## config.mk

```make
export PLATFORM = sky130hd
export DESIGN_NAME = bmcu_out_slot
export DESIGN_NICKNAME = d
export VERILOG_FILES = /design/src/sv/bmcu_pkg.sv /design/src/sv/bmcu_out_slot.sv
export SDC_FILE = /design/constraint.sdc
export NUM_CORES = 1
export LEC_CHECK = 0
export ABC_AREA = 1
export BUFFER_PORTS_ARGS = -buffer_cell sky130_fd_sc_hd__buf_2
export CORE_MARGIN = 5
export CORE_UTILIZATION = 40
export DETAILED_ROUTE_END_ITERATION = 6
export GPL_TIMING_DRIVEN = 0
export PLACE_DENSITY = 0.87
export RECOVER_POWER = 100
export SYNTH_ARGS = -nofsm -noshare
export SYNTH_HDL_FRONTEND = slang
export SYNTH_SLANG_ARGS = --single-unit
```

## constraint.sdc

```tcl
create_clock -name clk_i -period 0.8 [get_ports clk_i]
set_input_delay 0.12 -clock clk_i [delete_from_list [all_inputs] [get_ports clk_i]]
set_output_delay 0.12 -clock clk_i [all_outputs]
set_load 0.02 [all_outputs]
```

## src/sv/bmcu_pkg.sv

```systemverilog
// shared types, constants and codes for the byte machine control unit
// used by byte_machine_control_unit, bmcu_out_slot and bmcu_checker
package bmcu_pkg;

  // address widths of the data memory and of the io buffer
  localparam int unsigned MEM_ADDR_BITS = 11;
  localparam int unsigned IO_ADDR_BITS  = 5;

  // fixed field widths of the items
  localparam int unsigned AddrW    = 11;
  localparam int unsigned InstrW   = 16;
  localparam int unsigned IoIdxW   = 5;
  localparam int unsigned InTdataW = 24;
  localparam int unsigned InTuserW = 2;
  localparam int unsigned OutTdataW = 72;

  // operand mask for io buffer addressing
  localparam logic [AddrW-1:0] IoMask = AddrW'((64'd1 << IO_ADDR_BITS) - 64'd1);

  // item opcodes
  typedef enum logic [1:0] {
    OP_LOAD    = 2'd0,
    OP_EXEC    = 2'd1,
    OP_RESTART = 2'd2,
    OP_PEEK    = 2'd3
  } op_e;

  // instruction codes in the top five bits of an instruction
  typedef enum logic [4:0] {
    IC_WM  = 5'h01,
    IC_RM  = 5'h02,
    IC_BR  = 5'h03,
    IC_WIO = 5'h05,
    IC_WB  = 5'h06,
    IC_WIB = 5'h07,
    IC_EOP = 5'h1F
  } icode_e;

  // run status
  typedef enum logic [1:0] {
    ST_RUN = 2'd0,
    ST_EOP = 2'd1,
    ST_BAD = 2'd2
  } status_e;

  // sequencer states
  typedef enum logic [1:0] {
    S_IDLE,
    S_FETCH_LO,
    S_DECODE,
    S_FIN
  } fsm_e;

  // one result item
  typedef struct packed {
    logic [7:0]        peek_data;
    logic [7:0]        io_value;
    logic [IoIdxW-1:0] io_index;
    logic              io_write;
    logic [7:0]        io_byte_reg;
    logic [7:0]        buffer_byte;
    logic [InstrW-1:0] instruction;
    logic [AddrW-1:0]  program_counter;
    logic [1:0]        status;
  } result_t;

endpackage

```

## src/sv/bmcu_out_slot.sv

```systemverilog
// output register of the byte machine control unit: holds one result item
// until the receiver takes it; uses bmcu_pkg for the result layout
module bmcu_out_slot (
  input  logic                                clk_i,
  input  logic                                rst_ni,
  input  logic                                load_i,
  input  bmcu_pkg::result_t                   res_i,
  output logic                                free_o,
  output logic                                m_axis_tvalid,
  input  logic                                m_axis_tready,
  output logic [bmcu_pkg::OutTdataW-1:0]      m_axis_tdata
);

  localparam int unsigned ResW = $bits(bmcu_pkg::result_t);

  logic              valid_q, valid_d;
  bmcu_pkg::result_t data_q;

  assign free_o = !valid_q || m_axis_tready;

  always_comb begin
    valid_d = valid_q;
    if (load_i) begin
      valid_d = 1'b1;
    end else if (m_axis_tready) begin
      valid_d = 1'b0;
    end
  end

  always_ff @(posedge clk_i or negedge rst_ni) begin
    if (!rst_ni) begin
      valid_q <= 1'b0;
    end else begin
      valid_q <= valid_d;
    end
  end

  always_ff @(posedge clk_i) begin
    if (load_i) begin
      data_q <= res_i;
    end
  end

  assign m_axis_tvalid = valid_q;
  // pad the packed result up to whole bytes
  assign m_axis_tdata  = {{(bmcu_pkg::OutTdataW - ResW){1'b0}}, data_q};

endmodule

```

Word level (Yosys, flattened, before mapping)
Index checks and enable logic that the tools add are counted.
{ "op_classes": {"multipliers": 0, "n_bitwise": 0, "shifts": 0, "reduce_logical": 3, "eq_ne": 0, "add_sub_neg": 0, "div": 0, "n_mux": 2, "n_lt_le_gt_ge": 0} }
{ "ops": {"columns": ["cell", "count"], "rows": [
  ["2-to-1 mux 1 bit", 2],
  ["nonzero test 2 bit", 1],
  ["zero test 1 bit", 1],
  ["logical OR 1 bit", 1]
]} }
{ "word_totals": {"mem_bits_ro": 0, "inputBits": 71, "ramBits": 0, "latch_bits": 0, "elab_cells": 15, "register_bits": 68, "memories": 0, "out_inout_bits": 74} }

Logic depth before layout (Yosys ltp)
Gate-level depths: netlist of the first run.
{ "depth": {"ltp_word": 2, "ltp_mapped": 3, "mapped_depth_nobuf": 3} }

Least setup slack after synthesis of the first run
Ideal clock, no wire load.
{ "synth_timing": {"kind": "flip-flop to flip-flop", "from": "register m_axis_tvalid (netlist name)", "to": "register valid_q (netlist: m_axis_tvalid)", "path_buffers": 0, "setup_slack_ps": 24, "arrival_ps": 654, "stages_incl_launch_ff": 3, "required_ps": 678, "synth_period_minus_slack_ps": 776, "cell_sequence": "dfrtp_1 -> nand2_2 -> nand2_2"} }
{ "synth_rtl": {"columns": ["item", "line", "text"], "rows": [
  ["to (signal assigned)", "bmcu_out_slot.sv:34", "valid_q <= valid_d;"],
  ["to (decl)", "bmcu_out_slot.sv:16", "logic valid_q, valid_d;"]
]} }

Final worst setup path of the first run
{ "layout_timing": {"from": "register valid_q (netlist: m_axis_tvalid)", "to": "output free_o"} }
{ "layout_between": {"elab_chain_cells": 2} }
{ "layout_lines": {"columns": ["item", "line", "text"], "rows": [
  ["zero test 1 bit", "bmcu_out_slot.sv:19", "assign free_o = !valid_q || m_axis_tready;"],
  ["logical OR 1 bit", "bmcu_out_slot.sv:19", null],
  ["to (decl)", "bmcu_out_slot.sv:8", "output logic free_o,"]
]} }
No other way between the ends.

==> results.toml, run 1 <==
[synth]
synthCells = 78
synth_top_area_share_pct = 95.89
synth_seq_cells = 68
async_reset_ff_share_pct = 1.471
synthTopCellsByCount = "edfxtp_1, buf_4, inv_1, nand2_2"
synthFlopType = "edfxtp_1"
synth_edf_count = 67
ys_top_cells_by_area = "edfxtp_1, buf_4, dfrtp_1"
ys_seq_area_share_pct = 97.08
syn_area_sq_mm = 0.002098
avgSynthCellArea_sq_um = 26.90
yosys.area.top_type = "edfxtp_1"
ys_types = 6
ys_warn_count = 0
synth_most_common_cell = "edfxtp_1"

[global_route]
grt_overflow_total = 0
grt_pass1_wl_microns = 8749
grtUsageTotal_pct = 18.77
grt_max_degree = 69
grt_antenna_before_repair = 1
grt_pass1_vias = 1745

[power_and_ir_drop]
p_per_area_mw_per_mm2 = 2039
power_leakage_nw = 1.756
ir_drop_uv = 1526
power_mw = 8.383

[layout]
fin_util_pct = 80.50
multi_input_area_sq_um = 31.28
final_area_sq_mm = 0.004111
syn2layout_area_growth_pct = 95.95
drive_gt1_share_pct = 50.16
num-fill-cells = 268
nets = 372
regArea_sq_mm = 0.002037

[floorplanning]
die_x_microns = 82.43
boundaryPins = 145
initial_utilization_pct = 41.08
die-area_sq_mm = 0.006794
coreArea_sq_mm = 0.005107
rows = 26
die_h_microns = 82.43

[routing]
post_drt_wl_per_cell_microns = 17.16
vias = 1581
drc_errors = 0
drtIter0Drc = 65
antenna_left = 0
vias_per_cell = 4.205
drt_pre_antenna_iters = 4
wirelength_microns = 6452

[critical_path]
worstPathArrival_ns = 0.91
worstSetupPathType = "flip-flop to primary output"
critPathCaptureType = "primary output"
setup.worst_path.start_class = "flip-flop"
worstPathMaxFanout = 2
crit_required_ns = 0.68

[timing]
clock_skew_ns = 0
fin_crit_ns = 1.034
rsz0062_at_grt = "yes"
finalSetupViolCount = 69
final.period_utilization_pct = 129.3
hold_viol = 0
tightest_slew_ns = 0.5724
setup_ws_ns = -0.2345
slew_violations = 0
slew_headroom_pct = 61.84
max_freq_mhz = 966.7

[cts]
cts_tree = "done"
cts_root_buf = "clkbuf_8"
cts_buffers = 9
cts.sinks = 68
cts_buffer_depth = 2
insertion_delay_ns = 0.32
clk_pin_slew_ns = 0.06
htreeDepth = 3

[worst_hold_path]
hold_class = "input pin to asynchronous set/reset pin"

[run_status]
status = "finished, violations left"
failed_checks = "setup timing"

[placement]
place_area_sq_mm = 0.002897
gp_congestion = 0.6756
io_buffers = 139

[run]
maxCapViolCount = 0
## cells in the final DEF (no fill, tap or decap)
| master | netlist | layout |
|---|---|---|
| edfxtp_1 | 67 | 67 |
| clkbuf_1 | 0 | 8 |
| clkinv_2 | 0 | 1 |
| buf_4 | 5 | 6 |
| dlygate4sd3_1 | 0 | 68 |
| conb_1 | 1 | 5 |
| clkbuf_8 | 0 | 9 |
| buf_2 | 0 | 77 |
| clkinv_1 | 0 | 1 |
| inv_1 | 2 | 2 |
| diode_2 | 0 | 1 |
| bufinv_16 | 0 | 1 |
| nand2_2 | 2 | 2 |
| dfrtp_1 | 1 | 1 |
| buf_6 | 0 | 57 |
## power breakdown
| part | internal (mW) | switching, mW |
|---|---|---|
| clock network | 1.41 | 1.14 |
| registers | 4.24 | 0.128 |
| logic | 0.790 | 0.675 |
## metal layers
layer  track usage, %  share of wire (%)  vias to the layer above
met5                0                  0                        -
met4            8.970                1.2                        0
met1            18.75                 32                      743
met2            32.45                 55                       90
met3            9.111                 12                        9
li1                 -                  -                      739
## timing repair
item                                    in CTS  in global routing
endpoints found under the setup margin     137                 69
hold buffers                                68                  0
gates resized for setup                     50                 64
pin swaps                                    1                  0
setup buffers                                1                  0
endpoints found under the hold margin       68                  0
## critical path: stages (launching register included)
cell	delay (ns)
dfrtp_1	0.40
nand2_2	0.08
buf_6	0.11
## final cells by class
class,count,share of cell area [%]
Inverter,2,0.1826
Timing Repair Buffer,208,42.18
Sequential cell,68,49.54
Buffer,5,0.9130
Tap cell,70,2.130
Multi-Input combinational cell,7,0.7608
Antenna cell,1,0.06086
Clock buffer,12,3.287
Clock inverter,3,0.9434
## stage by stage
step	setup slack (ns)	instances	hold slack, ns	TNS (ns)
2_1_floorplan	0.02449	82	-0.1756	0
3_3_place_gp	-0.7581	291	-0.1059	-51.13
3_5_place_dp	-0.8037	291	-0.1021	-54.31
4_1_cts	-0.2472	375	0.08431	-13.35
5_1_grt	-0.2921	376	0.09946	-15.59
6_report	-0.2345	376	0.1008	-12.53
## kinds of logic (layout without fill, tap and decap cells)
logic type | after synthesis | after routing | synth area share [%]
simple gates | 2 | 2 | 0.5962
buf+inv | 7 | 230 | 2.147
other cells | 1 | 6 | 0.1787
flops | 68 | 68 | 97.08
## flip-flops by register name, summed over array words and instances, names as in the netlist
signal and cells:
m_axis_tdata 67, m_axis_tvalid 1
## final timing paths
check / from / endpoint / slack [ns] / cells after the start
max in group asynchronous: rst_ni / m_axis_tvalid / 0.61 / 2
hold reg to reg: m_axis_tvalid / m_axis_tvalid / 0.64 / 3
hold / removal: rst_ni / m_axis_tvalid / 0.10 / 2
setup / recovery: m_axis_tvalid / free_o / -0.23 / 2
setup reg to reg: m_axis_tvalid / m_axis_tvalid / 0.08 / 3
min in group clk_i: m_axis_tready / m_axis_tvalid / 0.15 / 5
Note: power is estimated with default switching activity, not from simulation.
==> run 2, diff against run 1 <==
--- a/config.mk
+++ b/config.mk
@@ -16,3 +16,4 @@
 export SYNTH_ARGS = -nofsm -noshare
 export SYNTH_HDL_FRONTEND = slang
 export SYNTH_SLANG_ARGS = --single-unit
+export TNS_END_PERCENT = 10
==> results.toml, run 2 (synthesis gave the netlist of run 1 again) <==
[cts]
cts_tree = "done"
cts_buffers = 9
clk_pin_slew_ns = 0.06
cts_root_buf = "clkbuf_8"
insertion_delay_ns = 0.32
cts_buffer_depth = 2
htreeDepth = 3
cts.sinks = 68

[timing]
hold_viol = 0
slew_headroom_pct = 61.04
rsz0062_at_grt = "yes"
final.period_utilization_pct = 128.8
finalSetupViolCount = 69
tightest_slew_ns = 0.5843
max_freq_mhz = 970.8
fin_crit_ns = 1.030
clock_skew_ns = 0
setup_ws_ns = -0.2301
slew_violations = 0

[critical_path]
reg2reg_depth = 3
setup.worst_path.start_class = "flip-flop"
critPathCaptureType = "primary output"
crit_path_end = "free_o"
r2r-start = "m_axis_tvalid"
startpoint = "m_axis_tvalid"
worstSetupPathType = "flip-flop to primary output"
crit_chain = "nand2_2 > buf_6"
cpPeakStageDelay_ns = 0.39
slowest_stage = "dfrtp_1"
crit_required_ns = 0.68
worstPathMaxFanout = 2
timing.rr.end = "m_axis_tvalid"
worstPathArrival_ns = 0.91
ff2ff_setup_slack_ns = 0.08

[placement]
io_buffers = 139
place_area_sq_mm = 0.002897
placedCellCount = 291
gp_congestion = 0.6756

[layout]
nets = 372
layout_commonest_cell = "buf_2"
final_area_sq_mm = 0.003805
layout_common_cells = "buf_2, dlygate4sd3_1, edfxtp_1, clkbuf_8"
fin_util_pct = 74.50
syn2layout_area_growth_pct = 81.34
largest_register_ffs = 67
fin_cells = 376
drive_gt1_share_pct = 50.16

[power_and_ir_drop]
ir_drop_uv = 1445
p_int_mw = 6.208
power_leakage_nw = 1.652
p_per_area_mw_per_mm2 = 2119
p_sw_share_pct = 22.99
power_mw = 8.062
clockPowerShare_pct = 31.3
power_frac_seq_pct = 53.4
switchingPower_mw = 1.854
pwr-share-comb_pct = 15.3

[global_route]
grt_max_degree = 69
grt_pass1_wl_microns = 8666
grt_antenna_before_repair = 1
grt_pass1_vias = 1747
grtUsageTotal_pct = 18.52
grt_overflow_total = 0

[routing]
antenna_left = 0
vias_per_cell = 4.173
drc_errors = 0
post_drt_wl_per_cell_microns = 15.86
vias = 1569
drt_pre_antenna_iters = 4
drtIter0Drc = 45
wirelength_microns = 5964

[worst_hold_path]
hold_class = "input pin to asynchronous set/reset pin"

[floorplanning]
rows = 26
boundaryPins = 145
coreArea_sq_mm = 0.005107
die-area_sq_mm = 0.006794
initial_utilization_pct = 41.08
die_x_microns = 82.43
die_h_microns = 82.43

[run]
maxCapViolCount = 0

[run_status]
status = "finished, violations left"
failed_checks = "setup timing"
==> run 2: stage by stage <==
| step | setup TNS [ns] | hold WS (ns) | worst slack [ns] |
|---|---|---|---|
| 5_1_grt | -15.36 | 0.1011 | -0.2905 |
| 2_1_floorplan | 0 | -0.1756 | 0.02449 |
| 4_1_cts | -13.38 | 0.08431 | -0.2472 |
| 3_3_place_gp | -51.13 | -0.1059 | -0.7581 |
| 3_5_place_dp | -54.31 | -0.1021 | -0.8037 |
| 6_report | -11.79 | 0.1068 | -0.2301 |
==> run 2: what timing repair did <==
action,4_1_cts,5_1_grt
setup buffers,1,0
resized for setup,8,8
hold endpoints to repair,68,0
pin swaps,1,0
hold buffers,68,0
setup endpoints to repair,137,69
==> run 2: worst min-delay path by stage <==
| stage | start | endpoint | cells past startpoint |
|---|---|---|---|
| global placement | rst_ni | m_axis_tvalid | 1 |
| CTS | rst_ni | m_axis_tvalid | 2 |
| finish | rst_ni | m_axis_tvalid | 2 |
| detailed placement | rst_ni | m_axis_tvalid | 1 |
| floorplan | rst_ni | m_axis_tvalid | 0 |
| global route | rst_ni | m_axis_tvalid | 2 |
==> run 2: power by group through the flow <==
| stage | Combinational [mW] | Clock, mW | Sequential (mW) |
|---|---|---|---|
| final | 1.24 | 2.52 | 4.30 |
| after global routing | 1.31 | 2.80 | 4.33 |
| after CTS | 1.21 | 2.60 | 4.30 |
| after detailed placement | 0.926 | 0 | 4.37 |
| after global placement | 0.916 | 0 | 4.36 |
| after floorplan | 0.0516 | 0 | 4.75 |
==> run 2: final cells by class <==
class | instances | area [sq um]
Clock inverter | 3 | 38.79
Timing Repair Buffer | 208 | 1428
Inverter | 2 | 7.507
Antenna cell | 1 | 2.502
Fill cell | 315 | 1303
Clock buffer | 12 | 135.1
Tap cell | 70 | 87.58
Buffer | 5 | 37.54
Multi-Input combinational cell | 7 | 31.28
Sequential cell | 68 | 2037
==> run 2: metal layers <==
| layer | part of all wire, % | routed length [microns] | GRT usage, % |
|---|---|---|---|
| met3 | 13 | 753 | 7.809 |
| met5 | 0 | 0 | 0 |
| met2 | 53 | 3170 | 32.37 |
| met1 | 32 | 1937 | 18.70 |
| met4 | 1.7 | 102 | 9.468 |
==> run 2: critical path, delay by kind of cell (launching register included) <==
kind	cells	cell delay, ns
flops	1	0.39
simple gates	1	0.08
buf+inv	1	0.11
==> run 3, diff against run 2 <==
--- a/config.mk
+++ b/config.mk
@@ -7,11 +7,13 @@
 export LEC_CHECK = 0
 export ABC_AREA = 1
 export BUFFER_PORTS_ARGS = -buffer_cell sky130_fd_sc_hd__buf_2
+export CELL_PAD_IN_SITES_DETAIL_PLACEMENT = 0
+export CELL_PAD_IN_SITES_GLOBAL_PLACEMENT = 1
 export CORE_MARGIN = 5
-export CORE_UTILIZATION = 40
+export CORE_UTILIZATION = 32
 export DETAILED_ROUTE_END_ITERATION = 6
 export GPL_TIMING_DRIVEN = 0
-export PLACE_DENSITY = 0.87
+export PLACE_DENSITY = 0.88
 export RECOVER_POWER = 100
 export SYNTH_ARGS = -nofsm -noshare
 export SYNTH_HDL_FRONTEND = slang
==> results.toml, run 3 (synthesis gave the netlist of run 1 again) <==
[run_status]
failed_checks = "setup timing"
status = "finished, violations left"

[routing]
drtIter0Drc = 49
vias = 1558
wirelength_microns = 5792
drt_pre_antenna_iters = 4
drc_errors = 0
m1WireLength_microns = 2017
post_drt_wl_per_cell_microns = 15.12
routed-wl-met2_microns = 3150
antenna_left = 0
wl_met3_microns = 521
maxUsedRoutingLayer = "met4"
vias_per_cell = 4.068

[timing]
max_freq_mhz = 972.5
finalSetupViolCount = 69
clock_skew_ns = 0
fin_crit_ns = 1.028
slew_headroom_pct = 59.68
final.period_utilization_pct = 128.5
tightest_slew_ns = 0.6048
setup_tns_ns = -11.62
rsz0062_at_grt = "yes"
slew_violations = 0
setup_ws_ns = -0.2283
hold_viol = 0

[critical_path]
cp_top_family = "flip-flops"
setup.worst_path.start_class = "flip-flop"
path_buf_inv = 1
critPathCaptureType = "primary output"
cpPeakStageDelay_ns = 0.40
slowest_stage = "dfrtp_1"
crit_required_ns = 0.68
worstPathArrival_ns = 0.91
crit_chain = "nand2_2 > buf_6"
worstSetupPathType = "flip-flop to primary output"
worstPathMaxFanout = 2

[global_route]
grt_antenna_before_repair = 0
grt_overflow_total = 0
grt_pass1_vias = 1781
grt_pass1_wl_microns = 8942
grt_max_degree = 69
grtUsageTotal_pct = 14.15

[layout]
nets = 372
num_antenna_cells = 0
drive_gt1_share_pct = 50.65
regArea_sq_mm = 0.002037
syn2layout_area_growth_pct = 81.28
num-fill-cells = 484
largest_register_ffs = 67
fin_util_pct = 59.90
multi_input_area_sq_um = 31.28
layout_common_cells = "buf_2, dlygate4sd3_1, edfxtp_1, clkbuf_8, clkbuf_1"
layout_commonest_cell = "buf_2"
fin_cells = 383

[power_and_ir_drop]
p_per_area_mw_per_mm2 = 2087
power_mw = 7.938
power_leakage_nw = 1.653
ir_drop_uv = 1167

[placement]
placedCellCount = 298
dpl.hpwl_microns = 3658
post-place-ws_ns = -0.8494
io_buffers = 139
gp_congestion = 0.6766

[cts]
cts_buffers = 9
cts_buffer_depth = 2
clk_pin_slew_ns = 0.06
cts_root_buf = "clkbuf_8"
cts_tree = "done"
htreeDepth = 3
insertion_delay_ns = 0.32
cts.sinks = 68

[floorplanning]
coreArea_sq_mm = 0.006350
initial_utilization_pct = 33.04
die_x_microns = 90.98
rows = 29
die_h_microns = 90.98
boundaryPins = 145
die-area_sq_mm = 0.008276

[worst_hold_path]
hold_class = "input pin to asynchronous set/reset pin"

[run]
maxCapViolCount = 0
==> run 3: cell type report <==
type / instances / area share, %
clock buffers: 16 / 4.474
plain buffers: 5 / 0.9868
well taps: 77 / 2.533
repair buffers: 208 / 37.43
flip-flops and latches: 68 / 53.55
multi-input cells: 7 / 0.8224
inverters: 2 / 0.1974
==> run 3: worst register-to-register path, cell delays in order, from the launching register on <==
cell     delay [ns]
dfrtp_1        0.40
nand2_2        0.08
buf_4          0.10
nand2_2        0.03
==> run 3: layer usage <==
layer | vias to the layer above | GRT usage [%]
met5 | - | 0
met4 | 0 | 6.601
met3 | 10 | 5.041
met2 | 87 | 25.60
met1 | 724 | 14.42
li1 | 737 | -
==> run 3: path summary, 6_finish.rpt <==
| path | to | depth (start not counted) | start | slack [ns] |
|---|---|---|---|---|
| min | m_axis_tvalid | 2 | rst_ni | 0.1 |
| min reg2reg | m_axis_tvalid | 3 | m_axis_tvalid | 0.64 |
| max reg2reg | m_axis_tvalid | 3 | m_axis_tvalid | 0.08 |
| max | free_o | 2 | m_axis_tvalid | -0.23 |
| max in group asynchronous | m_axis_tvalid | 2 | rst_ni | 0.62 |
| min in group clk_i | m_axis_tvalid | 5 | m_axis_tready | 0.16 |
==> run 3: metrics by stage <==
step                hold WS (ns)  instance area, sq um
finish                   0.09746                  3804
global route             0.07356                  3804
CTS                      0.06091                  3782
detailed placement       -0.1037                  2905
global placement         -0.1040                  2905
floorplan                -0.1756                  2113
==> run 3: power breakdown <==
group,total [mW],switching (mW),internal (mW)
sequential,4.30,0.0684,4.23
combinational,1.23,0.660,0.565
clock,2.42,1.11,1.30
==> run 3: what timing repair did <==
action	CTS	global route
endpoints found under the setup margin	137	69
pin swaps	1	0
hold buffers	68	0
gates resized for setup	6	9
setup buffers	1	0
hold endpoints to repair	68	0
